### src/design/mrt_pkg.sv
// shared types, constants and helpers of the primality test unit
package mrt_pkg;

    localparam int TRIAL_PRIMES   = 100;
    localparam int WITNESS_ROUNDS = 10;
    localparam int TABLE_DEPTH    = 100;
    localparam int WORD_W         = 64;
    localparam int PRIME_W        = 10;
    localparam int IDX_W          = 7;
    localparam int SCNT_W         = 6;
    localparam int CNT_W          = 6;

    localparam logic [PRIME_W-1:0] PRIME_TABLE [TABLE_DEPTH] = '{
        10'd2,   10'd3,   10'd5,   10'd7,   10'd11,  10'd13,  10'd17,  10'd19,  10'd23,  10'd29,
        10'd31,  10'd37,  10'd41,  10'd43,  10'd47,  10'd53,  10'd59,  10'd61,  10'd67,  10'd71,
        10'd73,  10'd79,  10'd83,  10'd89,  10'd97,  10'd101, 10'd103, 10'd107, 10'd109, 10'd113,
        10'd127, 10'd131, 10'd137, 10'd139, 10'd149, 10'd151, 10'd157, 10'd163, 10'd167, 10'd173,
        10'd179, 10'd181, 10'd191, 10'd193, 10'd197, 10'd199, 10'd211, 10'd223, 10'd227, 10'd229,
        10'd233, 10'd239, 10'd241, 10'd251, 10'd257, 10'd263, 10'd269, 10'd271, 10'd277, 10'd281,
        10'd283, 10'd293, 10'd307, 10'd311, 10'd313, 10'd317, 10'd331, 10'd337, 10'd347, 10'd349,
        10'd353, 10'd359, 10'd367, 10'd373, 10'd379, 10'd383, 10'd389, 10'd397, 10'd401, 10'd409,
        10'd419, 10'd421, 10'd431, 10'd433, 10'd439, 10'd443, 10'd449, 10'd457, 10'd461, 10'd463,
        10'd467, 10'd479, 10'd487, 10'd491, 10'd499, 10'd503, 10'd509, 10'd521, 10'd523, 10'd541
    };

    typedef enum logic [3:0] {
        OP_NONE,
        OP_LOAD,
        OP_TRIAL,
        OP_SPLIT_INIT,
        OP_SPLIT_STEP,
        OP_ROUND_INIT,
        OP_MUL_ACC,
        OP_MUL_BASE,
        OP_SQ_INIT,
        OP_MUL_SQ
    } dp_op_t;

    typedef struct packed {
        dp_op_t           op;
        logic [IDX_W-1:0] idx;
    } dp_cmd_t;

    typedef struct packed {
        logic busy;
        logic n_lt2;
        logic n_eq_p;
        logic rem_zero;
        logic split_more;
        logic e_zero;
        logic e_lsb;
        logic acc_one;
        logic acc_nm1;
        logic scnt_gt1;
    } dp_status_t;

    function automatic logic [WORD_W-1:0] add_mod(input logic [WORD_W-1:0] x,
                                                  input logic [WORD_W-1:0] y,
                                                  input logic [WORD_W-1:0] m);
        logic [WORD_W:0] s;
        s = {1'b0, x} + {1'b0, y};
        if (s >= {1'b0, m})
        begin
            s = s - {1'b0, m};
        end
        return s[WORD_W-1:0];
    endfunction

endpackage

### src/design/mrt_ifs.sv
// valid/ready channel interfaces for candidates and verdicts
interface mrt_cand_if;
    logic        valid;
    logic        ready;
    logic [63:0] candidate;
    modport source (output valid, output candidate, input ready);
    modport sink (input valid, input candidate, output ready);
endinterface

interface mrt_res_if;
    logic valid;
    logic ready;
    logic probably_prime;
    modport source (output valid, output probably_prime, input ready);
    modport sink (input valid, input probably_prime, output ready);
endinterface

### src/design/primality_test_64bit_unit.sv
// top level of the 64-bit miller-rabin primality test unit
//
//  channel  | dir | payload
//  ---------+-----+-------------------------------
//  cand     | in  | candidate      [63:0] unsigned
//  res      | out | probably_prime [0]
//
// one item at a time; trial division tests one table prime after another,
// and each modular product runs in the bit-serial double-and-add multiplier
// typical large prime: run time is dominated by the shared multiplier
// small factors end early: the test stops at the first table prime that divides the candidate
// a new item is taken while the previous verdict waits in the output register
// asynchronous active-low reset returns the sequencer to idle
module primality_test_64bit_unit (
    input  logic      clk,
    input  logic      rst_n,
    mrt_cand_if.sink  cand,
    mrt_res_if.source res
);
    import mrt_pkg::*;

    dp_cmd_t    cmd;
    dp_status_t status;

    mrt_controller u_ctrl (
        .clk       (clk),
        .rst_n     (rst_n),
        .in_valid  (cand.valid),
        .in_ready  (cand.ready),
        .out_valid (res.valid),
        .out_ready (res.ready),
        .out_prime (res.probably_prime),
        .cmd       (cmd),
        .status    (status)
    );

    mrt_datapath u_dp (
        .clk       (clk),
        .rst_n     (rst_n),
        .cmd       (cmd),
        .candidate (cand.candidate),
        .status    (status)
    );
endmodule

### src/design/mrt_datapath.sv
// datapath: operand registers, bit-serial modular multiplier and trial remainder
module mrt_datapath (
    input  logic                          clk,
    input  logic                          rst_n,
    input  mrt_pkg::dp_cmd_t              cmd,
    input  logic [mrt_pkg::WORD_W-1:0]    candidate,
    output mrt_pkg::dp_status_t           status
);
    import mrt_pkg::*;

    typedef enum logic {UNIT_TRIAL, UNIT_MUL} unit_mode_t;
    typedef enum logic {DEST_ACC, DEST_BASE} mul_dest_t;

    logic [WORD_W-1:0]  n_reg, n_next;
    logic [WORD_W-1:0]  dodd_reg, dodd_next;
    logic [SCNT_W-1:0]  s_reg, s_next;
    logic [SCNT_W-1:0]  scnt_reg, scnt_next;
    logic [WORD_W-1:0]  e_reg, e_next;
    logic [WORD_W-1:0]  acc_reg, acc_next;
    logic [WORD_W-1:0]  base_reg, base_next;
    logic [WORD_W-1:0]  ma_reg, ma_next;
    logic [WORD_W-1:0]  mb_reg, mb_next;
    logic [WORD_W-1:0]  macc_reg, macc_next;
    logic [PRIME_W-1:0] p_reg, p_next;
    logic [PRIME_W-1:0] rem_reg, rem_next;
    logic [CNT_W-1:0]   cnt_reg, cnt_next;
    logic               busy_reg, busy_next;
    unit_mode_t         mode_reg, mode_next;
    mul_dest_t          dest_reg, dest_next;

    logic [WORD_W-1:0]  dbl;
    logic [WORD_W-1:0]  step_val;
    logic [PRIME_W:0]   tr;

    always_comb
    begin
        dbl      = add_mod(macc_reg, macc_reg, n_reg);
        step_val = mb_reg[WORD_W-1] ? add_mod(dbl, ma_reg, n_reg) : dbl;
        tr       = {rem_reg, mb_reg[WORD_W-1]};
        if (tr >= {1'b0, p_reg})
        begin
            tr = tr - {1'b0, p_reg};
        end
    end

    always_comb
    begin
        n_next    = n_reg;
        dodd_next = dodd_reg;
        s_next    = s_reg;
        scnt_next = scnt_reg;
        e_next    = e_reg;
        acc_next  = acc_reg;
        base_next = base_reg;
        ma_next   = ma_reg;
        mb_next   = mb_reg;
        macc_next = macc_reg;
        p_next    = p_reg;
        rem_next  = rem_reg;
        cnt_next  = cnt_reg;
        busy_next = busy_reg;
        mode_next = mode_reg;
        dest_next = dest_reg;
        if (busy_reg)
        begin
            mb_next  = mb_reg << 1;
            cnt_next = cnt_reg + 1'b1;
            if (mode_reg == UNIT_MUL)
            begin
                macc_next = step_val;
            end
            else
            begin
                rem_next = tr[PRIME_W-1:0];
            end
            if (cnt_reg == CNT_W'(WORD_W - 1))
            begin
                busy_next = 1'b0;
                if (mode_reg == UNIT_MUL)
                begin
                    if (dest_reg == DEST_ACC)
                    begin
                        acc_next = step_val;
                    end
                    else
                    begin
                        base_next = step_val;
                    end
                end
            end
        end
        else
        begin
            case (cmd.op)
                OP_LOAD:
                begin
                    n_next = candidate;
                end
                OP_TRIAL:
                begin
                    p_next    = PRIME_TABLE[cmd.idx];
                    rem_next  = '0;
                    mb_next   = n_reg;
                    cnt_next  = '0;
                    mode_next = UNIT_TRIAL;
                    busy_next = 1'b1;
                end
                OP_SPLIT_INIT:
                begin
                    dodd_next = n_reg - 1'b1;
                    s_next    = '0;
                end
                OP_SPLIT_STEP:
                begin
                    dodd_next = dodd_reg >> 1;
                    s_next    = s_reg + 1'b1;
                end
                OP_ROUND_INIT:
                begin
                    acc_next  = WORD_W'(1);
                    base_next = WORD_W'(PRIME_TABLE[cmd.idx]);
                    e_next    = dodd_reg;
                end
                OP_MUL_ACC:
                begin
                    ma_next   = acc_reg;
                    mb_next   = base_reg;
                    macc_next = '0;
                    cnt_next  = '0;
                    mode_next = UNIT_MUL;
                    dest_next = DEST_ACC;
                    busy_next = 1'b1;
                end
                OP_MUL_BASE:
                begin
                    ma_next   = base_reg;
                    mb_next   = base_reg;
                    macc_next = '0;
                    cnt_next  = '0;
                    e_next    = e_reg >> 1;
                    mode_next = UNIT_MUL;
                    dest_next = DEST_BASE;
                    busy_next = 1'b1;
                end
                OP_SQ_INIT:
                begin
                    scnt_next = s_reg;
                end
                OP_MUL_SQ:
                begin
                    ma_next   = acc_reg;
                    mb_next   = acc_reg;
                    macc_next = '0;
                    cnt_next  = '0;
                    scnt_next = scnt_reg - 1'b1;
                    mode_next = UNIT_MUL;
                    dest_next = DEST_ACC;
                    busy_next = 1'b1;
                end
                default:
                begin
                end
            endcase
        end
    end

    always_ff @(posedge clk or negedge rst_n)
    begin
        if (!rst_n)
        begin
            busy_reg <= 1'b0;
        end
        else
        begin
            busy_reg <= busy_next;
        end
    end

    always_ff @(posedge clk)
    begin
        n_reg    <= n_next;
        dodd_reg <= dodd_next;
        s_reg    <= s_next;
        scnt_reg <= scnt_next;
        e_reg    <= e_next;
        acc_reg  <= acc_next;
        base_reg <= base_next;
        ma_reg   <= ma_next;
        mb_reg   <= mb_next;
        macc_reg <= macc_next;
        p_reg    <= p_next;
        rem_reg  <= rem_next;
        cnt_reg  <= cnt_next;
        mode_reg <= mode_next;
        dest_reg <= dest_next;
    end

    always_comb
    begin
        status.busy       = busy_reg;
        status.n_lt2      = (n_reg < WORD_W'(2));
        status.n_eq_p     = (n_reg == WORD_W'(p_reg));
        status.rem_zero   = (rem_reg == '0);
        status.split_more = !dodd_reg[0] && (dodd_reg != '0);
        status.e_zero     = (e_reg == '0);
        status.e_lsb      = e_reg[0];
        status.acc_one    = (acc_reg == WORD_W'(1));
        status.acc_nm1    = (acc_reg == n_reg - 1'b1);
        status.scnt_gt1   = (scnt_reg > SCNT_W'(1));
    end
endmodule

### src/design/mrt_controller.sv
// controller: sequences trial division and witness rounds, holds the verdict
module mrt_controller (
    input  logic                clk,
    input  logic                rst_n,
    input  logic                in_valid,
    output logic                in_ready,
    output logic                out_valid,
    input  logic                out_ready,
    output logic                out_prime,
    output mrt_pkg::dp_cmd_t    cmd,
    input  mrt_pkg::dp_status_t status
);
    import mrt_pkg::*;

    typedef enum logic [3:0] {
        ST_IDLE,
        ST_CHECK_SMALL,
        ST_TRIAL_ISSUE,
        ST_TRIAL_WAIT,
        ST_SPLIT,
        ST_ROUND_INIT,
        ST_POW_CHECK,
        ST_MUL_ACC_WAIT,
        ST_MUL_BASE_WAIT,
        ST_POST_CHECK,
        ST_SQ_CHECK,
        ST_SQ_WAIT,
        ST_ROUND_PASS,
        ST_DONE
    } state_t;

    state_t           state_reg, state_next;
    logic [IDX_W-1:0] idx_reg, idx_next;
    logic             verdict_reg, verdict_next;
    logic             out_valid_reg, out_valid_next;
    logic             out_prime_reg, out_prime_next;

    assign in_ready  = (state_reg == ST_IDLE);
    assign out_valid = out_valid_reg;
    assign out_prime = out_prime_reg;

    always_comb
    begin
        state_next     = state_reg;
        idx_next       = idx_reg;
        verdict_next   = verdict_reg;
        out_valid_next = out_valid_reg;
        out_prime_next = out_prime_reg;
        cmd.op         = OP_NONE;
        cmd.idx        = idx_reg;
        if (out_valid_reg && out_ready)
        begin
            out_valid_next = 1'b0;
        end
        case (state_reg)
            ST_IDLE:
            begin
                if (in_valid)
                begin
                    cmd.op     = OP_LOAD;
                    state_next = ST_CHECK_SMALL;
                end
            end
            ST_CHECK_SMALL:
            begin
                idx_next = '0;
                if (status.n_lt2)
                begin
                    verdict_next = 1'b0;
                    state_next   = ST_DONE;
                end
                else
                begin
                    state_next = ST_TRIAL_ISSUE;
                end
            end
            ST_TRIAL_ISSUE:
            begin
                cmd.op     = OP_TRIAL;
                state_next = ST_TRIAL_WAIT;
            end
            ST_TRIAL_WAIT:
            begin
                if (!status.busy)
                begin
                    if (status.n_eq_p)
                    begin
                        verdict_next = 1'b1;
                        state_next   = ST_DONE;
                    end
                    else if (status.rem_zero)
                    begin
                        verdict_next = 1'b0;
                        state_next   = ST_DONE;
                    end
                    else if (idx_reg == IDX_W'(TRIAL_PRIMES - 1))
                    begin
                        cmd.op     = OP_SPLIT_INIT;
                        state_next = ST_SPLIT;
                    end
                    else
                    begin
                        idx_next   = idx_reg + 1'b1;
                        state_next = ST_TRIAL_ISSUE;
                    end
                end
            end
            ST_SPLIT:
            begin
                if (status.split_more)
                begin
                    cmd.op = OP_SPLIT_STEP;
                end
                else
                begin
                    idx_next   = '0;
                    state_next = ST_ROUND_INIT;
                end
            end
            ST_ROUND_INIT:
            begin
                cmd.op     = OP_ROUND_INIT;
                state_next = ST_POW_CHECK;
            end
            ST_POW_CHECK:
            begin
                if (status.e_zero)
                begin
                    state_next = ST_POST_CHECK;
                end
                else if (status.e_lsb)
                begin
                    cmd.op     = OP_MUL_ACC;
                    state_next = ST_MUL_ACC_WAIT;
                end
                else
                begin
                    cmd.op     = OP_MUL_BASE;
                    state_next = ST_MUL_BASE_WAIT;
                end
            end
            ST_MUL_ACC_WAIT:
            begin
                if (!status.busy)
                begin
                    cmd.op     = OP_MUL_BASE;
                    state_next = ST_MUL_BASE_WAIT;
                end
            end
            ST_MUL_BASE_WAIT:
            begin
                if (!status.busy)
                begin
                    state_next = ST_POW_CHECK;
                end
            end
            ST_POST_CHECK:
            begin
                if (status.acc_one || status.acc_nm1)
                begin
                    state_next = ST_ROUND_PASS;
                end
                else
                begin
                    cmd.op     = OP_SQ_INIT;
                    state_next = ST_SQ_CHECK;
                end
            end
            ST_SQ_CHECK:
            begin
                if (status.scnt_gt1)
                begin
                    cmd.op     = OP_MUL_SQ;
                    state_next = ST_SQ_WAIT;
                end
                else
                begin
                    verdict_next = 1'b0;
                    state_next   = ST_DONE;
                end
            end
            ST_SQ_WAIT:
            begin
                if (!status.busy)
                begin
                    if (status.acc_one)
                    begin
                        verdict_next = 1'b0;
                        state_next   = ST_DONE;
                    end
                    else if (status.acc_nm1)
                    begin
                        state_next = ST_ROUND_PASS;
                    end
                    else
                    begin
                        state_next = ST_SQ_CHECK;
                    end
                end
            end
            ST_ROUND_PASS:
            begin
                if (idx_reg == IDX_W'(WITNESS_ROUNDS - 1))
                begin
                    verdict_next = 1'b1;
                    state_next   = ST_DONE;
                end
                else
                begin
                    idx_next   = idx_reg + 1'b1;
                    state_next = ST_ROUND_INIT;
                end
            end
            ST_DONE:
            begin
                if (!out_valid_reg || out_ready)
                begin
                    out_valid_next = 1'b1;
                    out_prime_next = verdict_reg;
                    state_next     = ST_IDLE;
                end
            end
            default:
            begin
                state_next = ST_IDLE;
            end
        endcase
    end

    always_ff @(posedge clk or negedge rst_n)
    begin
        if (!rst_n)
        begin
            state_reg     <= ST_IDLE;
            idx_reg       <= '0;
            verdict_reg   <= 1'b0;
            out_valid_reg <= 1'b0;
            out_prime_reg <= 1'b0;
        end
        else
        begin
            state_reg     <= state_next;
            idx_reg       <= idx_next;
            verdict_reg   <= verdict_next;
            out_valid_reg <= out_valid_next;
            out_prime_reg <= out_prime_next;
        end
    end
endmodule

### src/flat_wrapper.sv
// flat-port wrapper written by rule: the top's interface ports become plain ports
module primality_test_64bit_unit_flat import mrt_pkg::*;
  (clk, rst_n, cand_valid, cand_candidate, cand_ready, res_valid, res_probably_prime, res_ready);
  mrt_cand_if cand_i ();
  mrt_res_if res_i ();
  input  logic clk;
  input  logic rst_n;
  input wire logic [$bits(cand_i.valid)-1:0] cand_valid;
  input wire logic [$bits(cand_i.candidate)-1:0] cand_candidate;
  output wire logic [$bits(cand_i.ready)-1:0] cand_ready;
  output wire logic [$bits(res_i.valid)-1:0] res_valid;
  output wire logic [$bits(res_i.probably_prime)-1:0] res_probably_prime;
  input wire logic [$bits(res_i.ready)-1:0] res_ready;
  assign cand_i.valid = cand_valid;
  assign cand_i.candidate = cand_candidate;
  assign cand_ready = cand_i.ready;
  assign res_valid = res_i.valid;
  assign res_probably_prime = res_i.probably_prime;
  assign res_i.ready = res_ready;
  primality_test_64bit_unit u_core (.clk(clk), .rst_n(rst_n), .cand(cand_i), .res(res_i));
endmodule
### config.mk
export PLATFORM = sky130hd
export DESIGN_NAME = primality_test_64bit_unit_flat
export DESIGN_NICKNAME = d
export VERILOG_FILES = /design/src/design/mrt_pkg.sv /design/src/design/mrt_ifs.sv /design/src/design/primality_test_64bit_unit.sv /design/src/design/mrt_datapath.sv /design/src/design/mrt_controller.sv /design/src/flat_wrapper.sv
export SDC_FILE = /design/constraint.sdc
export NUM_CORES = 2
export LEC_CHECK = 0
export ABC_AREA = 1
export BUFFER_PORTS_ARGS = -buffer_cell sky130_fd_sc_hd__buf_2
export CAP_MARGIN = 20
export CORE_MARGIN = 3
export CORE_UTILIZATION = 55
export DETAILED_ROUTE_END_ITERATION = 7
export PLACE_DENSITY_LB_ADDON = 0.3
export SYNTH_ARGS = -nofsm -noshare
export SYNTH_HDL_FRONTEND = slang
export SYNTH_SLANG_ARGS = --single-unit
### constraint.sdc
create_clock -name clk -period 7 [get_ports clk]
set_input_delay 1.75 -clock clk [delete_from_list [all_inputs] [get_ports clk]]
set_output_delay 1.75 -clock clk [all_outputs]
set_load 0.005 [all_outputs]
==> impl_metrics.csv, run 1 <==
group,metric,value,unit
global_routing,grt_util_all_layers,65.97,%
clock_network,htreeDepth,3,
yosys,synth_nets,6147,
clock_network,clk_path_buf_depth,3,
yosys,synthSimpleGateAreaFrac,26.04,%
floorplan,rows,102,
global_routing,grt_overflow,9,
global_routing,antenna_found_initial,49,
yosys,muxShareOfSynthArea,0.2840,%
yosys,synth-xor-area-share,3.790,%
yosys,post-synth-top-count-cell,"nand2_1",
yosys,ys_seq_area_share,38.85,%
placed_design,gp_congestion,1.101,
yosys,synth_top_cell_area_share,37.94,%
floorplan,io_pins,71,
yosys,syn_area,43610,um^2
floorplan,fp.dieW,287.6,um
clock_network,holdBufCountCts,0,
yosys,synth_compound_area_share,16.41,%
yosys,ys_seq_elements,567,
yosys,synth.distinct_cells,70,
floorplan,initial_core_util,55.93,%
yosys,ys_warn_count,0,
yosys,synth_top_flop_cell,"edfxtp_1",
clock_network,cts_sinks,567,
clock_network,cts-root-buf,"clkbuf_16",
sta,worst_endpoint_kind,"register input",
placed_design,dp_cells,8041,
yosys,avgSynthCellArea,7.450,um^2
yosys,synthTopCellsByCount,"1424 x nand2_1, 756 x inv_1, 696 x nor2_1",
yosys,synth_top_family_by_area,"simple AND/OR/NAND/NOR gates",
clock_network,cts_buffers,66,
placed_design,dp_hpwl,167000,um
floorplan,dieHeight,287.6,um
run_status,tool.error,"[ERROR GRT-0232] Routing congestion too high. Check the congestion heatmap in the GUI.",
run_status,haltStage,"global routing",
yosys,synth-adder-area-share,6.524,%
yosys,synth_edf_count,551,
yosys,async_flop_share,2.646,%
placed_design,io_buffers,70,
yosys,synthTopCellsByArea,"edfxtp_1 38%, nand2_1 12%, inv_1 6.5%, ha_1 6.3%, nor2_1 6.0%",
yosys,netlist_instances,5854,
global_routing,grt_start_max_net_pins,117,
run_status,status,"stopped before the end",
yosys,synth_area_leader_cell,"edfxtp_1",
sta,grt-worst-endpoint,"u_core.u_dp.macc_reg[34]$_SDFFCE_PN0P_/D",
==> kinds of logic after synthesis <==
family                     count (synthesis)
buffers and inverters                    909
adders and majority gates                225
muxes                                     11
xor gates and xnor gates                 184
and+or+nand+nor                         2716
DFF                                      567
AOI/OAI and AO/OA                       1242
==> metal layers <==
| layer | global-route usage (%) | overflow |
|---|---|---|
| met3 | 44.11 | 1 |
| met5 | 22.80 | 0 |
| met1 | 71.60 | 0 |
| met4 | 58.31 | 4 |
| met2 | 83.88 | 4 |
==> through the flow <==
| stage | area [um^2] | worst slack [ns] | hold slack (ns) |
|---|---|---|---|
| CTS | 59300 | -0.07177 | 0.4883 |
| detailed placement | 54000 | -0.8691 | 0.4747 |
| global placement | 54000 | -0.8085 | 0.4685 |
| floorplan | 43610 | 0.7341 | 0.4516 |
==> what timing repair did <==
item | CTS
gates resized for setup | 493
setup endpoints to repair | 192
setup buffers | 80
cloned | 8
pin swaps | 116
==> run 2: changes to the inputs <==
CORE_UTILIZATION = 40   (was 55)
PLACE_DENSITY_LB_ADDON = 0.15   (was 0.3)
==> run 2 against run 1 <==
Against the previous run:
- the flow now finishes, with violations (setup timing)
- synthesized cell count is the same
- synthesized area unchanged
==> impl_metrics.csv, run 2 <==
group,metric,value,unit
run_status,status,"complete, but fails checks",
run_status,violations,"setup timing",
worst_setup_path,critical_path_class,"flop to flop",
power,intPower,5.986,mW
clock_network,insertion_delay,0.65,ns
clock_network,cts_buffers,68,
worst_setup_path,crit_path_top_delay_cell,"edfxtp_1",
worst_setup_path,cp_data_required_time,7.34,ns
power,p_per_area,127.4,nW/um^2
clock_network,cts_tree,"done",
power,power,8.067,mW
yosys,syn_area,43610,um^2
sta,finClkSkew,0.03765,ns
floorplan,initial_core_util,40.51,%
sta,max_slew_margin,24.42,%
drt,routedWlPerCell,26.33,um
cells_and_area,layout_common_cells,"1394 x buf_4, 1266 x nand2_1, 690 x inv_1, 605 x nor2_1, 551 x edfxtp_1",
yosys,netlist_instances,5854,
worst_setup_path,end_kind,"flop",
power,p_sw,2.081,mW
drt,routed_wl,231400,um
floorplan,io_pins,71,
floorplan,fp.dieW,336.2,um
worst_setup_path,start_kind,"flop",
yosys,synthTopCellsByCount,"1424 x nand2_1, 756 x inv_1, 696 x nor2_1",
worst_setup_path,cpPeakStageDelay,0.42,ns
worst_setup_path,worst-path-buf-inv,13,
floorplan,die_area,113000,um^2
clock_network,htreeDepth,3,
yosys,synth_top_flop_cell,"edfxtp_1",
global_routing,antenna_found_initial,8,
sta,fmax,0.1301,GHz
job,cap_viol_max_count,0,
drt,dr.pass1.iters,8,
placed_design,dp_cells,8491,
cells_and_area,finish.instance_area,63300,um^2
yosys,synth_nets,6147,
yosys,post-synth-top-count-cell,"nand2_1",
yosys,avgSynthCellArea,7.450,um^2
yosys,ys_warn_count,0,
power,ir_drop,0.0001674,V
placed_design,placed_area,55070,um^2
sta,min_period,7.684,ns
sta,period_share,109.8,%
drt,first_iter_violations,5007,
placed_design,place_ws,-1.592,ns
clock_network,clk_path_buf_depth,3,
clock_network,cts_sinks,567,
global_routing,grt_start_max_net_pins,96,
drt,ant_nets,0,
sta,worst_slew_pin_slew,1.119,ns
drt,viasPerCell,5.595,
power,p_sw_share,25.80,%
yosys,synth_edf_count,551,
yosys,synth_top_cell_area_share,37.94,%
worst_setup_path,critPathMaxFanout,7,
floorplan,rows,120,
placed_design,gp_congestion,1.061,
cells_and_area,final_common_cell,"buf_4",
sta,rsz0062_at_grt,"yes",
floorplan,dieHeight,336.2,um
cells_and_area,final_cells,8789,
power,seqPwrFrac,46.4,%
global_routing,grt_pass1_vias,46500,
cells_and_area,area_growth,45.14,%
cells_and_area,fin_nets,7624,
yosys,ys_seq_elements,567,
global_routing,grt_pass1_wl,317700,um
drt,vias,49180,
worst_setup_path,crit_family,"compound AO/OA/AOI/OAI gates",
clock_network,clk_pin_slew,0.06,ns
sta,final-hold-violation-count,0,
floorplan,core_area,107700,um^2
worst_setup_path,arrival,8.02,ns
cells_and_area,drive_gt1_share,33.35,%
yosys,synthTopCellsByArea,"edfxtp_1 38%, nand2_1 12%, inv_1 6.5%, ha_1 6.3%, nor2_1 6.0%",
yosys,synth.distinct_cells,70,
hold_path,hold_path.class,"flop to flop",
sta,finalMaxSlewViolations,0,
sta,setup_viol,192,
placed_design,dp_hpwl,185400,um
drt,drc_errors,0,
global_routing,grt_overflow,0,
placed_design,io_buffers,70,
global_routing,grt_util_all_layers,39.27,%
sta,fin_ws,-0.6840,ns
yosys,synth_area_leader_cell,"edfxtp_1",
power,power_leakage,27.83,nW
clock_network,cts-root-buf,"clkbuf_16",
power,clockPowerShare,45.2,%
power,power_frac_comb,8.4,%
yosys,async_flop_share,2.646,%
worst_setup_path,cp_common_cell,"buf_12",
yosys,ys_seq_area_share,38.85,%
==> run 2: cell counts after synthesis <==
Identical to the previous run, type by type.
==> run 2: worst paths after layout <==
kind	cells past startpoint	to	slack [ns]	startpoint
setup / recovery	46	u_core.u_dp.base_reg[11]	-0.68	u_core.u_dp.n_reg[32]
hold / removal	2	u_core.u_ctrl.out_prime	0.49	u_core.u_ctrl.out_prime
setup reg to reg	46	u_core.u_dp.base_reg[11]	-0.68	u_core.u_dp.n_reg[32]
hold reg to reg	2	u_core.u_ctrl.out_prime	0.49	u_core.u_ctrl.out_prime
max in group asynchronous	1	u_core.u_dp.busy_reg	5.65	rst_n
min in group asynchronous	1	u_core.u_ctrl.state_reg[0]	1.02	rst_n
==> run 2: cell families after synthesis <==
family / count (synthesis) / share of synthesized area [%]
flip-flops: 567 / 38.85
multiplexers: 11 / 0.2840
AO/OA/AOI/OAI: 1242 / 16.41
AND/OR/NAND/NOR: 2716 / 26.04
buffers and inverters: 909 / 8.114
adder cells (fa/ha/maj): 225 / 6.524
XOR/XNOR: 184 / 3.790
==> run 2: final cells by class <==
class / count / area, um^2
diodes: 4 / 10.01
well taps: 1403 / 1755
repair buffers: 1552 / 12240
multi-input cells: 4378 / 27240
fillers: 10020 / 44360
flip-flops and latches: 567 / 16950
clock inverters: 37 / 372.9
inverters: 764 / 2890
clock buffers: 84 / 1846
==> run 2: routing by layer <==
layer	vias up	wire, um	track usage, %
met4	2	20190	29.73
li1	22850	-	-
met5	-	37	0
met2	2292	102900	61.65
met3	605	18360	6.714
met1	23430	89980	48.34
==> run 2: repair_timing <==
item,4_1_cts,5_1_grt
pin swaps,106,186
buffers inserted,97,76
hold buffers,0,0
setup endpoints to repair,192,192
gates cloned,11,4
resized for setup,555,481
==> run 2: power by group through the flow <==
stage	sequential [mW]	clock (mW)	combinational [mW]
floorplan	3.80	0	0.401
global placement	3.81	0	0.663
detailed placement	3.81	0	0.662
CTS	3.74	3.67	0.663
global route	3.74	3.78	0.736
finish	3.74	3.65	0.677
==> run 2: worst min-delay path: cells and delay by family (launching register included) <==
family | cells | cell delay, ns
flip-flops | 1 | 0.34
AO/OA/AOI/OAI | 1 | 0.06
AND/OR/NAND/NOR | 1 | 0.05
==> run 2: metrics by stage <==
stage                     hold WS, ns  TNS [ns]  utilization [%]
after global placement         0.4687   -245.02            51.15
after CTS                      0.4997    -77.21            56.48
after floorplan                0.4516         0                -
after global routing           0.5188   -131.06            58.80
final                          0.4889   -105.69            58.80
after detailed placement       0.4867   -270.62            51.15
Note: power is estimated with default switching activity, not from simulation.
